--- src/design/bdq_pkg.sv ---
// Package for the bounded deque with search.
// Holds the depth, derived widths, opcode, status and state types, and the
// memory request struct. No dependencies.
package bdq_pkg;

  localparam int DEPTH = 16;
  localparam int PTR_W = (DEPTH > 1) ? $clog2(DEPTH) : 1;
  localparam int CNT_W = $clog2(DEPTH + 1);
  localparam int CMP_W = (CNT_W > 4) ? CNT_W : 4;

  localparam int OPCODE_W = 3;
  localparam int VALUE_W = 32;
  localparam int POSITION_W = 4;
  localparam int STATUS_W = 2;
  localparam int COUNT_W = 5;

  typedef enum logic [OPCODE_W-1:0] {
    OP_PUSH_FRONT = 3'd0,
    OP_PUSH_BACK  = 3'd1,
    OP_POP_FRONT  = 3'd2,
    OP_POP_BACK   = 3'd3,
    OP_FIND       = 3'd4,
    OP_READ       = 3'd5
  } op_t;

  typedef enum logic [STATUS_W-1:0] {
    STAT_OK       = 2'd0,
    STAT_EMPTY    = 2'd1,
    STAT_FULL     = 2'd2,
    STAT_NOTFOUND = 2'd3
  } status_t;

  typedef enum logic [2:0] {
    S_IDLE,
    S_EXEC,
    S_RDWAIT,
    S_SCAN,
    S_FIN
  } state_t;

  typedef struct packed {
    logic              we;
    logic [PTR_W-1:0]  waddr;
    logic [VALUE_W-1:0] wdata;
    logic              re;
    logic [PTR_W-1:0]  raddr;
  } mem_req_t;

endpackage

--- src/design/bdq_if.sv ---
// Request and response channel interfaces for the bounded deque.
// Depends on bdq_pkg for the field widths.
interface bdq_in_if;
  logic                                  valid;
  logic                                  ready;
  logic        [bdq_pkg::OPCODE_W-1:0]   opcode;
  logic signed [bdq_pkg::VALUE_W-1:0]    value;
  logic        [bdq_pkg::POSITION_W-1:0] position;

  modport source (output valid, output opcode, output value, output position, input ready);
  modport sink (input valid, input opcode, input value, input position, output ready);
endinterface

interface bdq_out_if;
  logic                                  valid;
  logic                                  ready;
  logic        [bdq_pkg::STATUS_W-1:0]   status;
  logic signed [bdq_pkg::VALUE_W-1:0]    result_value;
  logic        [bdq_pkg::POSITION_W-1:0] result_position;
  logic        [bdq_pkg::COUNT_W-1:0]    entry_count;

  modport source (output valid, output status, output result_value,
                  output result_position, output entry_count, input ready);
  modport sink (input valid, input status, input result_value,
                input result_position, input entry_count, output ready);
endinterface

--- src/design/bounded_deque_with_search.sv ---
// Top level of the bounded deque with search: sequencer, pointers and output register.
// Depends on bdq_pkg, bdq_if, bdq_store and bdq_alu.
//
// Requests arrive on req (opcode, value, position) and each one gives exactly
// one response on rsp (status, result_value, result_position, entry_count).
// A request is taken when req.valid and req.ready are both high; req.ready is
// high only while the sequencer is idle, so one request is worked on at a time.
// Pushes, pops and invalid opcodes pass through S_EXEC and S_FIN, a read at a
// valid index also passes S_RDWAIT, and a find on a non-empty deque scans in
// S_SCAN, where the shared comparator checks one stored entry per cycle against the
// registered read port of the entry store.
// Back to back, a new request is taken only once the previous one has left S_FIN
// and the sequencer is idle again.
// The response sits in an output register; if rsp.ready is low the next request
// is still taken and worked on, and its result waits in the sequencer until the
// output register frees up.
// Synchronous reset empties the deque and clears the front pointer; stored
// entries are not cleared and are never read before being written.
module bounded_deque_with_search (
  input  logic           clk,
  input  logic           rst,
  bdq_in_if.sink         req,
  bdq_out_if.source      rsp
);

  bdq_pkg::state_t              state, state_next;
  bdq_pkg::op_t                 op;
  logic [bdq_pkg::VALUE_W-1:0]  val;
  logic [bdq_pkg::POSITION_W-1:0] pos;
  logic [bdq_pkg::PTR_W-1:0]    front, front_next;
  logic [bdq_pkg::CNT_W-1:0]    count, count_next;
  logic [bdq_pkg::CNT_W-1:0]    idx, idx_next;
  logic                         pend, pend_next;
  logic [bdq_pkg::PTR_W-1:0]    pend_idx, pend_idx_next;
  bdq_pkg::status_t             res_status, res_status_next;
  logic [bdq_pkg::VALUE_W-1:0]  res_value, res_value_next;
  logic [bdq_pkg::PTR_W-1:0]    res_pos, res_pos_next;

  bdq_pkg::mem_req_t            mreq;
  logic [bdq_pkg::VALUE_W-1:0]  rdata;
  logic [bdq_pkg::PTR_W-1:0]    alu_offset;
  logic [bdq_pkg::PTR_W-1:0]    alu_addr;
  logic                         alu_eq;

  logic full, empty, pos_ok, issue, out_free;

  bdq_store u_store (
    .clk   (clk),
    .mreq  (mreq),
    .rdata (rdata)
  );

  bdq_alu u_alu (
    .base   (front),
    .offset (alu_offset),
    .a      (rdata),
    .b      (val),
    .addr   (alu_addr),
    .eq     (alu_eq)
  );

  assign full = (count == bdq_pkg::CNT_W'(bdq_pkg::DEPTH));
  assign empty = (count == '0);
  assign pos_ok = (bdq_pkg::CMP_W'(pos) < bdq_pkg::CMP_W'(count));
  assign issue = (idx < count);
  assign out_free = !rsp.valid || rsp.ready;
  assign req.ready = (state == bdq_pkg::S_IDLE);

  always_comb begin
    state_next = state;
    case (state)
      bdq_pkg::S_IDLE: begin
        if (req.valid) begin
          state_next = bdq_pkg::S_EXEC;
        end
      end
      bdq_pkg::S_EXEC: begin
        case (op)
          bdq_pkg::OP_FIND: state_next = empty ? bdq_pkg::S_FIN : bdq_pkg::S_SCAN;
          bdq_pkg::OP_READ: state_next = pos_ok ? bdq_pkg::S_RDWAIT : bdq_pkg::S_FIN;
          default:          state_next = bdq_pkg::S_FIN;
        endcase
      end
      bdq_pkg::S_RDWAIT: state_next = bdq_pkg::S_FIN;
      bdq_pkg::S_SCAN: begin
        if ((pend && alu_eq) || !issue) begin
          state_next = bdq_pkg::S_FIN;
        end
      end
      bdq_pkg::S_FIN: begin
        if (out_free) begin
          state_next = bdq_pkg::S_IDLE;
        end
      end
      default: state_next = bdq_pkg::S_IDLE;
    endcase
  end

  always_comb begin
    front_next = front;
    count_next = count;
    idx_next = idx;
    pend_next = pend;
    pend_idx_next = pend_idx;
    res_status_next = res_status;
    res_value_next = res_value;
    res_pos_next = res_pos;
    alu_offset = '0;
    mreq.we = 1'b0;
    mreq.waddr = alu_addr;
    mreq.wdata = val;
    mreq.re = 1'b0;
    mreq.raddr = alu_addr;
    case (state)
      bdq_pkg::S_EXEC: begin
        res_status_next = bdq_pkg::STAT_OK;
        res_value_next = '0;
        res_pos_next = '0;
        idx_next = '0;
        pend_next = 1'b0;
        case (op)
          bdq_pkg::OP_PUSH_FRONT: begin
            alu_offset = bdq_pkg::PTR_W'(bdq_pkg::DEPTH - 1);
            if (full) begin
              res_status_next = bdq_pkg::STAT_FULL;
            end else begin
              mreq.we = 1'b1;
              front_next = alu_addr;
              count_next = count + 1'b1;
            end
          end
          bdq_pkg::OP_PUSH_BACK: begin
            alu_offset = count[bdq_pkg::PTR_W-1:0];
            if (full) begin
              res_status_next = bdq_pkg::STAT_FULL;
            end else begin
              mreq.we = 1'b1;
              count_next = count + 1'b1;
            end
          end
          bdq_pkg::OP_POP_FRONT: begin
            alu_offset = bdq_pkg::PTR_W'(1);
            if (empty) begin
              res_status_next = bdq_pkg::STAT_EMPTY;
            end else begin
              front_next = alu_addr;
              count_next = count - 1'b1;
            end
          end
          bdq_pkg::OP_POP_BACK: begin
            if (empty) begin
              res_status_next = bdq_pkg::STAT_EMPTY;
            end else begin
              count_next = count - 1'b1;
            end
          end
          bdq_pkg::OP_FIND: begin
            if (empty) begin
              res_status_next = bdq_pkg::STAT_NOTFOUND;
            end
          end
          bdq_pkg::OP_READ: begin
            alu_offset = bdq_pkg::PTR_W'(pos);
            if (pos_ok) begin
              mreq.re = 1'b1;
            end else begin
              res_status_next = bdq_pkg::STAT_NOTFOUND;
            end
          end
          default: res_status_next = bdq_pkg::STAT_NOTFOUND;
        endcase
      end
      bdq_pkg::S_RDWAIT: begin
        res_value_next = rdata;
      end
      bdq_pkg::S_SCAN: begin
        alu_offset = idx[bdq_pkg::PTR_W-1:0];
        if (pend && alu_eq) begin
          res_status_next = bdq_pkg::STAT_OK;
          res_pos_next = pend_idx;
          pend_next = 1'b0;
        end else if (!issue) begin
          res_status_next = bdq_pkg::STAT_NOTFOUND;
          pend_next = 1'b0;
        end else begin
          mreq.re = 1'b1;
          pend_next = 1'b1;
          pend_idx_next = idx[bdq_pkg::PTR_W-1:0];
          idx_next = idx + 1'b1;
        end
      end
      default: begin
      end
    endcase
  end

  always_ff @(posedge clk) begin
    if (rst) begin
      state <= bdq_pkg::S_IDLE;
      front <= '0;
      count <= '0;
      pend <= 1'b0;
      rsp.valid <= 1'b0;
    end else begin
      state <= state_next;
      front <= front_next;
      count <= count_next;
      pend <= pend_next;
      if (state == bdq_pkg::S_FIN && out_free) begin
        rsp.valid <= 1'b1;
      end else if (rsp.ready) begin
        rsp.valid <= 1'b0;
      end
    end
  end

  always_ff @(posedge clk) begin
    if (state == bdq_pkg::S_IDLE && req.valid) begin
      op <= bdq_pkg::op_t'(req.opcode);
      val <= req.value;
      pos <= req.position;
    end
    idx <= idx_next;
    pend_idx <= pend_idx_next;
    res_status <= res_status_next;
    res_value <= res_value_next;
    res_pos <= res_pos_next;
    if (state == bdq_pkg::S_FIN && out_free) begin
      rsp.status <= res_status;
      rsp.result_value <= res_value;
      rsp.result_position <= bdq_pkg::POSITION_W'(res_pos);
      rsp.entry_count <= bdq_pkg::COUNT_W'(count);
    end
  end

endmodule

--- src/design/bdq_store.sv ---
// Entry store of the bounded deque: one write port and one registered read port.
// Depends on bdq_pkg for the depth and the memory request struct.
module bdq_store (
  input  logic                            clk,
  input  bdq_pkg::mem_req_t               mreq,
  output logic [bdq_pkg::VALUE_W-1:0]     rdata
);

  logic [bdq_pkg::VALUE_W-1:0] mem [bdq_pkg::DEPTH];

  always_ff @(posedge clk) begin
    if (mreq.we) begin
      mem[mreq.waddr] <= mreq.wdata;
    end
  end

  always_ff @(posedge clk) begin
    if (mreq.re) begin
      rdata <= mem[mreq.raddr];
    end
  end

endmodule

--- src/design/bdq_alu.sv ---
// Shared ring address adder and value comparator of the bounded deque.
// Depends on bdq_pkg for the depth and widths.
module bdq_alu (
  input  logic [bdq_pkg::PTR_W-1:0]   base,
  input  logic [bdq_pkg::PTR_W-1:0]   offset,
  input  logic [bdq_pkg::VALUE_W-1:0] a,
  input  logic [bdq_pkg::VALUE_W-1:0] b,
  output logic [bdq_pkg::PTR_W-1:0]   addr,
  output logic                        eq
);

  logic [bdq_pkg::PTR_W:0] sum;

  always_comb begin
    sum = {1'b0, base} + {1'b0, offset};
    if (sum >= (bdq_pkg::PTR_W+1)'(bdq_pkg::DEPTH)) begin
      sum = sum - (bdq_pkg::PTR_W+1)'(bdq_pkg::DEPTH);
    end
    addr = sum[bdq_pkg::PTR_W-1:0];
    eq = (a == b);
  end

endmodule

--- src/flat_wrapper.sv ---
// flat-port wrapper written by rule: the top's interface ports become plain ports
module bounded_deque_with_search_flat 
  (clk, rst, req_valid, req_opcode, req_value, req_position, req_ready, rsp_valid, rsp_status, rsp_result_value, rsp_result_position, rsp_entry_count, rsp_ready);
  bdq_in_if req_i ();
  bdq_out_if rsp_i ();
  input  logic clk;
  input  logic rst;
  input wire logic [$bits(req_i.valid)-1:0] req_valid;
  input wire logic [$bits(req_i.opcode)-1:0] req_opcode;
  input wire logic [$bits(req_i.value)-1:0] req_value;
  input wire logic [$bits(req_i.position)-1:0] req_position;
  output wire logic [$bits(req_i.ready)-1:0] req_ready;
  output wire logic [$bits(rsp_i.valid)-1:0] rsp_valid;
  output wire logic [$bits(rsp_i.status)-1:0] rsp_status;
  output wire logic [$bits(rsp_i.result_value)-1:0] rsp_result_value;
  output wire logic [$bits(rsp_i.result_position)-1:0] rsp_result_position;
  output wire logic [$bits(rsp_i.entry_count)-1:0] rsp_entry_count;
  input wire logic [$bits(rsp_i.ready)-1:0] rsp_ready;
  assign req_i.valid = req_valid;
  assign req_i.opcode = req_opcode;
  assign req_i.value = req_value;
  assign req_i.position = req_position;
  assign req_ready = req_i.ready;
  assign rsp_valid = rsp_i.valid;
  assign rsp_status = rsp_i.status;
  assign rsp_result_value = rsp_i.result_value;
  assign rsp_result_position = rsp_i.result_position;
  assign rsp_entry_count = rsp_i.entry_count;
  assign rsp_i.ready = rsp_ready;
  bounded_deque_with_search u_core (.clk(clk), .rst(rst), .req(req_i), .rsp(rsp_i));
endmodule
--- config.mk ---
export PLATFORM = sky130hd
export DESIGN_NAME = bounded_deque_with_search_flat
export DESIGN_NICKNAME = d
export VERILOG_FILES = /design/src/design/bdq_pkg.sv /design/src/design/bdq_if.sv /design/src/design/bounded_deque_with_search.sv /design/src/design/bdq_store.sv /design/src/design/bdq_alu.sv /design/src/flat_wrapper.sv
export SDC_FILE = /design/constraint.sdc
export NUM_CORES = 1
export LEC_CHECK = 0
export BUFFER_PORTS_ARGS = -buffer_cell sky130_fd_sc_hd__buf_4
export CAP_MARGIN = 20
export CORE_MARGIN = 1.5
export CORE_UTILIZATION = 50
export CTS_BUF_LIST = sky130_fd_sc_hd__clkbuf_4 sky130_fd_sc_hd__clkbuf_8
export DETAILED_ROUTE_END_ITERATION = 6
export HOLD_SLACK_MARGIN = 0.06
export PLACE_DENSITY = 0.66
export REMOVE_ABC_BUFFERS = 1
export SYNTH_ARGS = -nofsm -noshare
export SYNTH_HDL_FRONTEND = slang
export SYNTH_SLANG_ARGS = --single-unit
--- constraint.sdc ---
create_clock -name clk -period 11.4 [get_ports clk]
set_input_delay 2.28 -clock clk [delete_from_list [all_inputs] [get_ports clk]]
set_output_delay 2.28 -clock clk [all_outputs]
set_load 0.05 [all_outputs]
-- Word-level counts from Yosys, hierarchy flattened
Memory sizes are Yosys's and may differ from the RTL's. A register that Yosys moved wholly into a read port is not among the register bits.
Cells that the tools add are included.
- bits in registers: 143
- bits in writable memories: 512
- bits of input ports: 43
- output and inout bits: 45
- word-level logic and storage cells: 116
- memories kept: 1
- memories (memory ; depth ; bits a word ; read ports ; clocked after Yosys merged registers in ; wr ports ; line ; RTL):
    u_core.u_store.mem ; 16 ; 32 ; 1 ; 1 ; 1 ; bdq_store.sv:9 ; logic [bdq_pkg::VALUE_W-1:0] mem [bdq_pkg::DEPTH];
- $add $sub $neg: 5
- order comparisons: 3
- equal/unequal tests: 22
- muxes and demuxes: 43
- bitwise logic cells: 1
- reductions and logical operators: 24
- operators by type and width (operator ; number):
    32-bit case mux with 2 select lines ; 1
    32-bit equality test ; 1
    4-bit case mux with 2 select lines ; 3
    5-bit two-way mux ; 4
    5-bit case mux with 2 select lines ; 2
    4-bit two-way mux ; 4
    4-bit case mux with 4 select lines ; 1
    3-bit two-way mux ; 5
    3-bit case mux with 5 select lines ; 1
    3-bit by 2-bit equality test with 1-bit output (second input constant) ; 4
    1-bit two-way mux ; 12
    2-bit != test (second input constant) ; 6
    5-bit by 1-bit adder with 5-bit output (second input constant) ; 2
    2-bit two-way mux ; 5
    2-bit nonzero test ; 5
    3-bit equality test (second input constant) ; 3
    3-bit AND reduction ; 3
    2-bit by 1-bit != test with 1-bit output (second input constant) ; 4
    2-bit case mux with 4 select lines ; 1
    4-bit AND reduction ; 2
    3-bit by 1-bit equality test with 1-bit output (second input constant) ; 2
    3-bit logical NOT ; 2
    3-bit case mux with 2 select lines ; 1
    4-bit by 4-bit adder with 5-bit output ; 1
    16 further kinds ; 23

-- Logic depth before layout (Yosys ltp)
Gate-level depths: netlist of run 1.
- depth after elaboration: 8
- gate-level depth with buffers: 16
- mapped depth without buffers: 13

-- By module
From an unflattened synthesis of run 1, not the netlist that was laid out.
- cell total of the unflattened synthesis: 1232
- area total of the unflattened synthesis: 25922.4 um2
- modules (own cells, without submodules) (module ; times used ; cells an instance ; area each (um2) ; sequential area each (um2)):
    bdq_store ; 1 ; 838 ; 20155.6 ; 16335.7
    bounded_deque_with_search ; 1 ; 342 ; 5323.9 ; 4154.0
    bdq_alu ; 1 ; 52 ; 442.9 ; 0.0

-- Worst setup path before layout of run 1
No wires, ideal clock.
- path kind: in2reg
- start point: input port rsp_ready
- end point: register u_core.rsp.entry_count[0], enable pin
- library setup time: 0.443 ns
- data arrival time: 4.166 ns
- required time: 10.957 ns
- setup slack: 6.790 ns
- cell stages on the path: 2
- path buffers: 0
- cells stage by stage: nor2b_1 nor2_1
- cells in the longest elaborated chain, start to end: 2
- RTL lines (what ; line ; RTL):
    start, declared ; flat_wrapper.sv:18 ; input wire logic [$bits(rsp_i.ready)-1:0] rsp_ready;
    1-bit logical OR ; bounded_deque_with_search.sv:66 ; assign out_free = !rsp.valid || rsp.ready;
    1-bit logical AND ; bounded_deque_with_search.sv:228 ; if (state == bdq_pkg::S_FIN && out_free) begin
    end signal, assigned ; bounded_deque_with_search.sv:232 ; rsp.entry_count <= bdq_pkg::COUNT_W'(count);
    end, declared ; bdq_if.sv:23 ; output result_position, output entry_count, input ready);
No other way between the ends.
A chain may end at the register's enable or synchronous reset.

-- Worst setup path after layout of run 1
- start point: register u_core.op[2]
- end point: memory u_core.u_store.mem[5][25] (netlist bit), enable pin
- cells in the longest elaborated chain, start to end: 6
- elaborated cells between the ends (all ways): 15
- classes of those cells: add/sub (2); order compare (1); eq/ne (3); mux (7); reduce/logical (2)
- RTL lines (what ; line ; RTL):
    start, declared ; bounded_deque_with_search.sv:27 ; bdq_pkg::op_t op;
    start signal, assigned ; bounded_deque_with_search.sv:219 ; op <= bdq_pkg::op_t'(req.opcode);
    3-bit equality test (tied with other cells) ; bounded_deque_with_search.sv:121 ; case (op)
    4-bit case mux with 4 select lines / 2-bit OR reduction (equally long branches) ; - ;
    4-bit case mux with 2 select lines / 1-bit two-way mux (equally long branches) ; - ;
    4-bit by 4-bit adder with 5-bit output / 1-bit two-way mux (equally long branches) ; bdq_alu.sv:15, bounded_deque_with_search.sv:114 ;
    4-bit by 1-bit subtractor with 4-bit output (tied with other cells) ; bdq_alu.sv:17 ; sum = sum - (bdq_pkg::PTR_W+1)'(bdq_pkg::DEPTH);
    4-bit two-way mux / 1-bit two-way mux (equally long branches) ; bdq_alu.sv:16, bdq_store.sv:13 ;
    end, declared ; bdq_store.sv:9 ;
Parallel ways exist; a longest one is shown, timed or not.

==> results of run 1 <==
==> routing by layer <==
metal	wire length, um	up-vias	share of wire, %	global-route usage, %
met5	0	-	0	0
met4	1360	0	2.6	7.03
met3	3050	115	5.7	4.02
met2	26100	409	49	32.7
met1	22600	6258	43	28.8
li1	-	5190	-	-
==> final timing paths <==
check,cells after the start,start,to,slack (ns)
setup reg to reg,13,u_core.op[2],u_core.u_store.mem[5][25],6.34
setup / recovery,13,u_core.op[2],u_core.u_store.mem[5][25],6.34
hold reg to reg,0,u_core.res_value[24],u_core.rsp.result_value[24],0.39
hold / removal,0,u_core.res_value[24],u_core.rsp.result_value[24],0.39
==> cells by family after synthesis <==
group | count (synthesis) | share of synthesized area [%]
muxes | 163 | 13.9
and+or+nand+nor | 141 | 2.82
buffers and inverters | 65 | 1.15
DFF | 687 | 78.5
xor gates and xnor gates | 40 | 1.40
adders and majority gates | 16 | 0.825
AOI/OAI and AO/OA | 52 | 1.34
==> area by class of cell <==
class,instances,area [um^2],area share [%]
clock inverters,55,274,0.921
multi-input cells,412,5500,18.5
repair buffers,113,861,2.89
flip-flops and latches,687,20500,68.9
inverters,17,63.8,0.214
clock buffers,139,1730,5.80
well taps,680,851,2.86
==> flip-flops by register name, summed over array words and instances (netlist names), 2 cells and up <==
| signal | flops |
|---|---|
| u_core.pend_idx | 4 |
| u_core.res_value | 32 |
| u_core.res_status | 2 |
| u_core.rsp.entry_count | 5 |
| u_core.val | 32 |
| u_core.state | 3 |
| u_core.op | 3 |
| u_core.rsp.result_position | 4 |
| u_core.pos | 4 |
| u_core.rsp.result_value | 32 |
| u_core.u_store.rdata | 32 |
| u_core.count | 5 |
| u_core.res_pos | 4 |
| u_core.front | 4 |
| u_core.u_store.mem | 512 |
| u_core.rsp.status | 2 |
| u_core.idx | 5 |
==> power by group through the flow <==
stage / Clock (uW) / Combinational (uW) / Sequential [uW]
floorplan: 0 / 227 / 2980
global placement: 0 / 333 / 2980
detailed placement: 0 / 334 / 2980
CTS: 1990 / 335 / 2930
global route: 2090 / 354 / 2940
finish: 1930 / 327 / 2930
==> metrics by stage <==
stage	area, um^2	instances	hold slack, ns	worst slack [ns]	power, uW
2_1_floorplan	25900	1116	0.400	2.87	3210
3_3_place_gp	27800	1909	0.402	6.25	3310
3_5_place_dp	27800	1909	0.405	6.27	3320
4_1_cts	29800	2103	0.395	6.25	5250
5_1_grt	29800	2103	0.418	6.01	5380
6_report	29800	2103	0.386	6.34	5190
==> placed cells by master, fill, tap and decap left out, types with 17 or more instances in the layout <==
master / n
edfxtp_1: 673
and2_1: 33
nor2_1: 23
nand2_1: 18
a21oi_1: 17
clkinv_1: 36
inv_1: 17
xnor2_1: 31
buf_4: 112
clkbuf_4: 30
mux4_2: 160
nor2_4: 18
clkbuf_8: 109
==> worst max-delay path: stages (launching register included) <==
cell and delay [ns]:
edfxtp_1 0.54, inv_1 0.14, nor3_1 0.21, a21oi_1 0.06
nor2_1 0.09, a21oi_1 0.06, nor2_1 0.20, ha_4 0.17
inv_1 0.05, fa_4 0.80, buf_4 0.73, nand3_1 0.53
nor2_4 0.68, buf_4 0.43
==> results_dict.tcl, run 1 <==
set metrics [dict create \
    p_seq_share_pct 56.5 \
    status "finished, final reports clean" \
    fin_tns_setup_ns 0 \
    grt_start_max_net_pins 97 \
    synth_top_cell_by_area "edfxtp_1" \
    antenna_found_initial 2 \
    p_clk_share_pct 37.2 \
    clock_sinks 687 \
    setup_viol_count_final 0 \
    utilization_pct 57.9 \
    grt_overflow 0 \
    pwr-share-comb_pct 6.3 \
    ir_worst_vdd_mv 0.0949 \
    drtIter0Drc 1049 \
    cts.clk_slew.worst_paths_ns 0.06 \
    hold_violations 0 \
    synth_cells 1164 \
    synth_cell_type_count 50 \
    vias 12000 \
    synth_top_area_share_pct 77.5 \
    endpoint_kind "register" \
    synthTopCellsByArea "edfxtp_1 77%, mux4_2 14%, dfxtp_1 1.1%, xnor2_1 1.0%, and2_1 0.82%" \
    p_per_area_nw_per_um2 174 \
    postCtsSetupRepairBufs 0 \
    syn_to_final_growth_pct 14.1 \
    fill_cells 3804 \
    setup.worst_path.start_class "register" \
    critPathKind "reg -> reg" \
    grt_pass1_vias 12500 \
    cts_tree "yes" \
    clk_latency_ns 0.70 \
    power_switching_uw 1170 \
    route.detailed.drc 0 \
    yosysSeqAreaShare_pct 78.5 \
    diodes 0 \
    cp.required_ns 11.75 \
    postCtsHoldBufs 0 \
    synth_ff_type "edfxtp_1" \
    ys_warn_count 0 \
    syn_area_um2 26100 \
    fin_nets 1397 \
    hpwl_um 29400 \
    cts_resized 0 \
    core_um2 51400 \
    swShare_pct 22.6 \
    max_freq_ghz 0.198 \
    io_pins 88 \
    max_cap_violations 0 \
    wl_per_cell_um 25.2 \
    rows 83 \
    die_area_um2 53600 \
    cp_max_fo 66 \
    viasPerCell 5.69 \
    die_h_um 231 \
    rsz0062_at_grt "false" \
    fin_skew_ns 0.0375 \
    initial_core_util_pct 50.8 \
    cts_max_level 3 \
    period_minus_slack_ns 5.06 \
    grt_usage_pct 20.6 \
    cts_inserted_buffers 107 \
    hold_path_class "reg -> reg" \
    p_int_uw 4020 \
    p_leak_uw 0.00956 \
    io_buffers 87 \
    syn_avg_cell_area_um2 22.4 \
    synth_edf_count 673 \
    die_x_um 231 \
    synth.most_common_cell "edfxtp_1" \
    async_flop_share_pct 0 \
    relSlewSlack_pct 32.0 \
    worst_pin_slew_ns 1.02 \
    final.period_utilization_pct 44.4 \
    final_layout_size_suffix_gt1_share_pct 32.4 \
    cts_root_buf "clkbuf_8" \
    antenna_left 0 \
    clockBufferDepth 3 \
    wl_um 53000 \
    report.final.slew_viol_count 0 \
    grt_pass1_wl_um 79300 \
    critPathArrivalTime_ns 5.41 \
    dr.pass1.iters 5 \
    place_congestion 0.824 \
    synth_seq_cells 687 \
    synth.top_cells.by_count "673 x edfxtp_1, 160 x mux4_2, 41 x nor2_1" \
]
Power figures use the tool's default switching activity.
==> run 2, diff against run 1 <==
--- a/config.mk
+++ b/config.mk
@@ -12,7 +12,7 @@
 export CTS_BUF_LIST = sky130_fd_sc_hd__clkbuf_4 sky130_fd_sc_hd__clkbuf_8
 export DETAILED_ROUTE_END_ITERATION = 6
 export HOLD_SLACK_MARGIN = 0.06
-export PLACE_DENSITY = 0.66
+export PLACE_DENSITY = 0.69
 export REMOVE_ABC_BUFFERS = 1
 export SYNTH_ARGS = -nofsm -noshare
 export SYNTH_HDL_FRONTEND = slang
==> constraint.sdc (replaced) <==
create_clock -name clk -period 4.2 [get_ports clk]
set_input_delay 0.84 -clock clk [delete_from_list [all_inputs] [get_ports clk]]
set_output_delay 0.84 -clock clk [all_outputs]
set_load 0.05 [all_outputs]
==> run 2 against run 1 <==
Against the previous run: sequential cell count unchanged; design area grew 1.7%; total power rose to 2.8 times the previous value.
==> results_dict.tcl, run 2 (synthesized netlist as in run 1, its figures left out) <==
set metrics [dict create \
    most-common-layout-cells "673 x edfxtp_1, 160 x mux4_2, 128 x buf_4" \
    dr.pass1.iters 7 \
    cts_max_level 3 \
    largest_reg_flops 512 \
    initial_core_util_pct 50.8 \
    cts_root_buf "clkbuf_8" \
    syn_to_final_growth_pct 16.0 \
    clock_sinks 687 \
    postCtsHoldBufs 0 \
    critPathArrivalTime_ns 4.36 \
    grt_overflow 0 \
    cts_tree "yes" \
    final_layout_size_suffix_gt1_share_pct 34.2 \
    viasPerCell 5.77 \
    max_cap_violations 0 \
    ir_worst_vdd_mv 0.308 \
    place_ws_ns 0.271 \
    die_h_um 231 \
    cts_inserted_buffers 106 \
    critPathKind "reg -> reg" \
    rows 83 \
    cp_max_fo 54 \
    vias 12300 \
    p_per_area_nw_per_um2 472 \
    hold_violations 0 \
    hold_path_class "in -> reg" \
    grt_start_max_net_pins 55 \
    worst_pin_slew_ns 0.764 \
    wl_per_cell_um 25.7 \
    diodes 0 \
    final_cells 2134 \
    utilization_pct 58.9 \
    antenna_left 0 \
    final.period_utilization_pct 93.9 \
    clk_latency_ns 0.69 \
    cts_resized 0 \
    cts.clk_slew.worst_paths_ns 0.06 \
    io_buffers 87 \
    relSlewSlack_pct 49.1 \
    status "finished, final reports clean" \
    die_x_um 231 \
    io_pins 88 \
    wl_um 54800 \
    regMostFlops "u_core.u_store.mem" \
    report.final.slew_viol_count 0 \
    rsz0062_at_grt "false" \
    postCtsSetupRepairBufs 0 \
    power.total_uw 14300 \
    die_area_um2 53600 \
    place_congestion 0.815 \
    route.detailed.drc 0 \
    antenna_found_initial 1 \
    mostFrequentLayoutCell "edfxtp_1" \
    period_minus_slack_ns 3.94 \
    setup_viol_count_final 0 \
    dpl-instance-area_um2 28200 \
    fin_nets 1427 \
    fin_skew_ns 0.0251 \
    core_um2 51400 \
    design_area_um2 30300 \
    clockBufferDepth 3 \
    endpoint_kind "register" \
    grt_usage_pct 21.1 \
    max_freq_ghz 0.254 \
    p_leak_uw 0.00982 \
    cp.required_ns 4.61 \
    setup.worst_path.start_class "register" \
    drtIter0Drc 1397 \
    dp.cells 1940 \
    grt_pass1_wl_um 81100 \
    hpwl_um 31200 \
    layout_setup_ws_ns 0.257 \
    ff2ff_setup_slack_ns 0.26 \
    grt_pass1_vias 12700 \
]
-- run 2: cell types whose count changed in the layout (fill, tap and decap cells not counted), moves of 2 or more --
cell       change
bufinv_16      +3
clkbuf_4       +3
buf_12        +15
clkinv_2       -2
buf_4         +16
clkinv_1       -5
-- run 2: worst paths after layout --
kind / start / end / cells past startpoint
hold reg to reg: u_core.res_value[1] / u_core.rsp.result_value[1] / 0
setup reg to reg: u_core.op[2] / u_core.u_store.rdata[3] / 12
setup / recovery: u_core.op[2] / u_core.u_store.rdata[3] / 12
hold / removal: req_value[23] / u_core.val[23] / 1
-- run 2: worst max-delay path, stage by stage (launching register included) --
cell and delay [ns]:
edfxtp_1 0.55, inv_1 0.15, nor3_1 0.24, a21oi_1 0.08
nor2_1 0.09, a21oi_1 0.05, nor2_1 0.17, ha_4 0.16
inv_1 0.05, fa_4 0.92, buf_12 0.32, mux4_2 0.37
mux4_2 0.47
-- run 2: layout make-up --
type,count,area (um^2)
clock buffer,142,1750
clock inverter,52,343
fill,3630,21100
inverter,17,63.8
multi-input combinational,412,5500
sequential,687,20500
tap,680,851
timing repair buffer,144,1280
-- run 2: power breakdown --
group | internal (uW) | switching (uW)
logic | 418 | 503
registers | 7760 | 174
clock network | 2950 | 2490
-- run 2: per-layer routing --
| metal | share of wire, % | vias up | GRT usage [%] | routed length (um) |
|---|---|---|---|---|
| met1 | 40 | 6461 | 28.9 | 21900 |
| met5 | 0 | - | 0 | 0 |
| met4 | 2.1 | 0 | 6.33 | 1120 |
| met2 | 50 | 508 | 34.3 | 27400 |
| met3 | 8.0 | 95 | 4.63 | 4380 |
| li1 | - | 5246 | - | - |
-- run 2: through the flow --
step | hold slack, ns | setup TNS, ns
after floorplan | 0.400 | -1916.91
final | 0.320 | 0
after global placement | 0.404 | 0
after detailed placement | 0.405 | 0
after global routing | 0.280 | 0
after CTS | 0.260 | 0
